===== src/rtl/core/aag_pkg.sv =====
// Shared types and constants for the aperture amplitude generator.
// No dependencies; imported by aag_pow2 and the top level.
package aag_pkg;

    localparam int COORD_BITS      = 16;
    localparam int AMP_BITS        = 16;
    localparam int CFG_INDEX_BITS  = 3;
    localparam int CFG_DATA_BITS   = 32;

    // exponent path widths: t < 16.0 kept in Q.20, u = t * log2(e) in Q.20
    localparam int FRAC_BITS       = 20;
    localparam int T20_BITS        = 24;
    localparam int U_BITS          = 25;
    localparam int N_BITS          = U_BITS - FRAC_BITS;
    localparam int TAB_BITS        = 25;

    localparam logic [30:0] LOG2E_Q30 = 31'd1549082005;
    localparam logic [31:0] LN2_Q32   = 32'd2977044472;
    localparam logic [AMP_BITS-1:0] AMP_FULL = '1;

    typedef enum logic [CFG_INDEX_BITS-1:0] {
        REG_SHAPE_MODE      = 3'd0,
        REG_OUTER_RADIUS_SQ = 3'd1,
        REG_INNER_RADIUS_SQ = 3'd2,
        REG_HALF_WIDTH_X    = 3'd3,
        REG_HALF_WIDTH_Y    = 3'd4,
        REG_DECAY_SCALE     = 3'd5
    } cfg_reg_t;

    typedef enum logic [1:0] {
        MODE_DISC    = 2'd0,
        MODE_RECT    = 2'd1,
        MODE_ANNULUS = 2'd2
    } shape_mode_t;

    // how the output stage forms the amplitude
    typedef enum logic [1:0] {
        AMP_ZERO,
        AMP_ONE,
        AMP_TAPER
    } amp_sel_t;

    typedef struct packed {
        logic signed [COORD_BITS-1:0] x_coord;
        logic signed [COORD_BITS-1:0] y_coord;
    } point_t;

    typedef struct packed {
        logic [AMP_BITS-1:0] amplitude;
        logic                inside_res;
    } result_t;

    // stage enables for the table lookup and interpolation stages
    typedef struct packed {
        logic rom_en;
        logic mul_en;
    } pow2_en_t;

endpackage


===== src/rtl/core/aag_pow2.sv =====
// Two-stage 2^(-u) unit: table lookup with linear interpolation, then
// rounding shift by the integer part. Depends on aag_pkg.
module aag_pow2
    import aag_pkg::*;
#(
    parameter int EXP_TABLE_DEPTH = 64
)(
    input  logic                 clk,
    input  pow2_en_t             en,
    input  logic [N_BITS-1:0]    u_int,
    input  logic [FRAC_BITS-1:0] u_frac,
    output logic [AMP_BITS-1:0]  amp
);

    localparam int IDX_W  = $clog2(EXP_TABLE_DEPTH);
    localparam int ADDR_W = $clog2(EXP_TABLE_DEPTH + 1);
    localparam int P_W    = FRAC_BITS + IDX_W;
    localparam int MUL_W  = TAB_BITS + FRAC_BITS;
    localparam int SUM_W  = 33;
    localparam int SH_W   = 6;

    // round(2^(-k/D) * 2^24) from an alternating exp series in Q.32
    function automatic logic [TAB_BITS-1:0] pow2_entry(input int k);
        logic [63:0] a;
        logic [63:0] term;
        logic [63:0] pos;
        logic [63:0] neg;
        logic [63:0] r;
        a    = (64'(k) * 64'(LN2_Q32)) / 64'(EXP_TABLE_DEPTH);
        term = 64'd1 << 32;
        pos  = term;
        neg  = '0;
        for (int i = 1; i <= 20; i++)
        begin
            term = (term * a) >> 32;
            case (i)
                2:       term = term / 2;
                3:       term = term / 3;
                4:       term = term / 4;
                5:       term = term / 5;
                6:       term = term / 6;
                7:       term = term / 7;
                8:       term = term / 8;
                9:       term = term / 9;
                10:      term = term / 10;
                11:      term = term / 11;
                12:      term = term / 12;
                13:      term = term / 13;
                14:      term = term / 14;
                15:      term = term / 15;
                16:      term = term / 16;
                17:      term = term / 17;
                18:      term = term / 18;
                19:      term = term / 19;
                20:      term = term / 20;
                default: term = term;
            endcase
            if ((i & 1) != 0)
                neg = neg + term;
            else
                pos = pos + term;
        end
        r = (pos > neg) ? pos - neg : '0;
        r = (r + 64'd128) >> 8;
        if (r > (64'd1 << 24))
            r = 64'd1 << 24;
        return r[TAB_BITS-1:0];
    endfunction

    logic [TAB_BITS-1:0] pow2_rom [0:EXP_TABLE_DEPTH];

    for (genvar k = 0; k <= EXP_TABLE_DEPTH; k++)
    begin : g_rom
        assign pow2_rom[k] = pow2_entry(k);
    end

    // lookup stage
    logic [P_W-1:0]       p;
    logic [ADDR_W-1:0]    hi_addr;
    logic [ADDR_W-1:0]    lo_addr;
    logic [TAB_BITS-1:0]  hi_a_reg;
    logic [TAB_BITS-1:0]  lo_a_reg;
    logic [FRAC_BITS-1:0] rem_a_reg;
    logic [FRAC_BITS-1:0] rem_a_next;
    logic [N_BITS-1:0]    n_a_reg;

    always_comb
    begin
        p          = P_W'(u_frac) * P_W'(EXP_TABLE_DEPTH);
        hi_addr    = ADDR_W'(p[P_W-1:FRAC_BITS]);
        lo_addr    = hi_addr + ADDR_W'(1);
        rem_a_next = p[FRAC_BITS-1:0];
    end

    always_ff @(posedge clk)
    begin
        if (en.rom_en)
        begin
            hi_a_reg  <= pow2_rom[hi_addr];
            lo_a_reg  <= pow2_rom[lo_addr];
            rem_a_reg <= rem_a_next;
            n_a_reg   <= u_int;
        end
    end

    // interpolation stage
    logic [MUL_W-1:0]    step_full;
    logic [TAB_BITS-1:0] step_b_next;
    logic [TAB_BITS-1:0] step_b_reg;
    logic [TAB_BITS-1:0] hi_b_reg;
    logic [N_BITS-1:0]   n_b_reg;

    always_comb
    begin
        step_full   = MUL_W'(hi_a_reg - lo_a_reg) * MUL_W'(rem_a_reg);
        step_b_next = step_full[MUL_W-1:FRAC_BITS];
    end

    always_ff @(posedge clk)
    begin
        if (en.mul_en)
        begin
            step_b_reg <= step_b_next;
            hi_b_reg   <= hi_a_reg;
            n_b_reg    <= n_a_reg;
        end
    end

    // round half up by 2^(n+8), saturate to full scale
    logic [TAB_BITS-1:0] v;
    logic [SUM_W-1:0]    sum;
    logic [SUM_W-1:0]    scaled;

    always_comb
    begin
        v      = hi_b_reg - step_b_reg;
        sum    = SUM_W'(v) + (SUM_W'(1) << (SH_W'(n_b_reg) + SH_W'(7)));
        scaled = sum >> (SH_W'(n_b_reg) + SH_W'(8));
        amp    = (|scaled[SUM_W-1:AMP_BITS]) ? AMP_FULL : scaled[AMP_BITS-1:0];
    end

endmodule


===== config.mk =====
export PLATFORM = sky130hd
export DESIGN_NAME = aag_pow2
export DESIGN_NICKNAME = d
export VERILOG_FILES = /design/src/rtl/core/aag_pkg.sv /design/src/rtl/core/aag_pow2.sv
export SDC_FILE = /design/constraint.sdc
export NUM_CORES = 1
export LEC_CHECK = 0
export BUFFER_PORTS_ARGS = -buffer_cell sky130_fd_sc_hd__buf_4
export CELL_PAD_IN_SITES_DETAIL_PLACEMENT = 1
export CELL_PAD_IN_SITES_GLOBAL_PLACEMENT = 2
export CORE_MARGIN = 1.5
export CORE_UTILIZATION = 37
export DETAILED_ROUTE_END_ITERATION = 8
export GPL_ROUTABILITY_DRIVEN = 0
export MAX_ROUTING_LAYER = met4
export PLACE_DENSITY = 0.89
export SYNTH_ARGS = -nofsm -noshare
export SYNTH_HDL_FRONTEND = slang
export SYNTH_SLANG_ARGS = --single-unit

===== constraint.sdc =====
create_clock -name clk -period 8.4 [get_ports clk]
set_input_delay 0.42 -clock clk [delete_from_list [all_inputs] [get_ports clk]]
set_output_delay 0.42 -clock clk [all_outputs]
set_load 0.01 [all_outputs]

==> results.ini <==
[outcome]
status=complete, but fails checks
failed_checks=setup timing

[synthesis]
syn_area_um2=25200
synth_seq_cells=124
synth-seq-area-share_pct=14.7
syn_area_per_cell_um2=8.21
ys_types=79
yosysWarningCount=0
syn_inst=3077
synthArstFlopShare_pct=0
synth-edff-count=124
synth_ff_type=edfxtp_1

[clocking]
clkSlewWorstSetupHoldPaths_ps=70
root_buffer=clkbuf_16
cts_buffer_depth=2
h-tree-depth=4
cts.sinks=124
numCtsBuffers=17
clock_latency_ps=470
holdBufCountCts=0
tritoncts=done

[route]
vias=23240
drt-initial-drc-count=2061
met2_length_um=45400
top_layer=met4
wl_per_cell_um=22.9
drt-vias-per-instance=5.81
m1WireLength_um=38500
wl_met3_um=4710
dr.pass1.iters=5
drc=0
drtAntennaViolNets=0
routed_wl_um=91400

[place]
port_buffers=43
dp_hpwl_um=67900
place_ws_ps=-387

[timing]
setup_viol=8
slew_headroom_pct=30.9
rsz0062_at_grt=true
finalClockSkew_ps=16.7
whs_ps=126
setup_slack_ps=-242
period_share_pct=103
worst_pin_slew_ps=1030
finalCriticalPeriod_ps=8640
setup_tns_ps=-1190
max_freq_mhz=116
slew_viol_final=0
hold_viol=0

[die]
num_rows=95
die_y_um=264
coreArea_um2=67400
io_pins=44
die_area_um2=69800
initial_core_util_pct=37.5
chipWidth_um=264

[worst_hold_path]
worstHoldStart=u_frac[7]
hold_class=input port to register

[critical_path]
r2r-start=hi_a_reg[2]
critical_path.slowest_cell=fa_1
cp_num_buf_inv=7
path_class=register to register
startpoint=hi_a_reg[2]
crit_top_cell=fa_1
worstPathArrival_ps=8850
slowest_delay_ps=540
crit_family=adder cells
worst-path-max-fanout=3
crit_required_ps=8610
cp-end-kind=register
start_kind=register

[final_layout]
area_growth_pct=12.2
multi_input_area_um2=19700
layout-drive-gt1-share_pct=12.2
nets=3634
fin_util_pct=42.0
seqCellArea_um2=3720
nFillCells=7958

[grt]
grt_pass1_wl_um=143000
grt_remaining_overflow=0
grt_use_total_pct=26.7
grt_max_degree=94
grt_pass1_vias=25111
antenna_found_initial=6

[job]
drv_cap=0

cells in the mapped netlist (all sizes together) (7+ instances only):
library cell	number	area share (%)
or4	11	0.33
fa	334	26
or2	12	0.30
nor2	185	2.8
a21oi	162	3.2
buf	24	0.38
a31oi	36	0.92
edfxtp	124	15
a311oi	15	0.52
nor4	12	0.30
o21a	28	0.83
o31ai	17	0.51
xor2	20	0.69
nor2b	42	1.0
o21bai	9	0.27
mux4	7	0.62
nand2	415	6.2
ha	163	8.1
a21boi	8	0.24
a211oi	35	1.0
nand3	58	1.2
and2	134	3.3
o21ai	167	3.3
inv	415	6.2
nand3b	8	0.24
a31o	7	0.24
mux2i	14	0.55
a21o	28	0.83
nand2b	40	0.99
and3	25	0.62
a221oi	16	0.60
mux2	14	0.62
or3	12	0.30
nand4	8	0.20
o211ai	58	1.7
xnor2	61	2.1
nor3	69	1.4
o311ai	15	0.52
o22ai	11	0.27
clkbuf	184	2.7
timing repair:
item / in CTS / in global routing
endpoints found under the setup margin: 16 / 21
setup buffers: 23 / 20
pin swaps: 43 / 47
resized for setup: 58 / 55
hold endpoints to repair: 0 / 0
cells in the final DEF (no fill, tap or decap), types with 53 or more instances in the layout:
cell type  count
o211ai_1      58
edfxtp_1     124
nand2_1      414
fa_1         324
inv_1        405
nor3_1        65
nor2_1       181
ha_1         153
xnor2_1       53
o21ai_0      157
and2_1       129
buf_4        202
nand3_1       55
a21oi_1      151
layout make-up:
type,count,share of cell area [%]
clock buffers,17,1.50
repair buffers,216,5.97
clock inverters,14,0.508
inverters,418,5.54
flip-flops and latches,124,13.1
diodes,3,0.0265
multi-input cells,2332,69.4
well taps,873,3.86
layer usage:
metal	up-vias	track usage, %
met5	-	-
met1	11896	33.5
li1	10355	-
met2	799	44.7
met4	0	8.74
met3	190	3.26
final timing paths:
| check | to | slack, ps | cells past startpoint |
|---|---|---|---|
| hold reg to reg | n_b_reg[4] | 420 | 0 |
| hold / removal | rem_a_reg[13] | 130 | 1 |
| setup / recovery | step_b_reg[21] | -240 | 34 |
| setup reg to reg | step_b_reg[21] | -240 | 34 |
cell families after synthesis:
kind of cell | synth area share, %
adder cells (fa/ha/maj) | 34.6
XOR/XNOR | 2.81
multiplexers | 1.80
flip-flops | 14.7
buffers and inverters | 9.34
AO/OA/AOI/OAI | 17.2
other | 0.0149
AND/OR/NAND/NOR | 19.5
worst register-to-register path: cells and delay by family, from the launching register on:
kind,cells,cell delay (ps)
compound gates,13,2400
simple gates,5,1030
buf+inv,7,720
mux,1,300
fa+ha+maj,8,3540
flops,1,420
stage by stage:
step / instances / instance area, um2
final: 3997 / 28300
after global routing: 3997 / 28300
after CTS: 3982 / 28000
after detailed placement: 3928 / 27000
after global placement: 3928 / 27000
after floorplan: 3082 / 25300
Power is left out: the tool's default activity adds up to more than one toggle a clock period on the data nets, which glitch-free logic cannot reach.
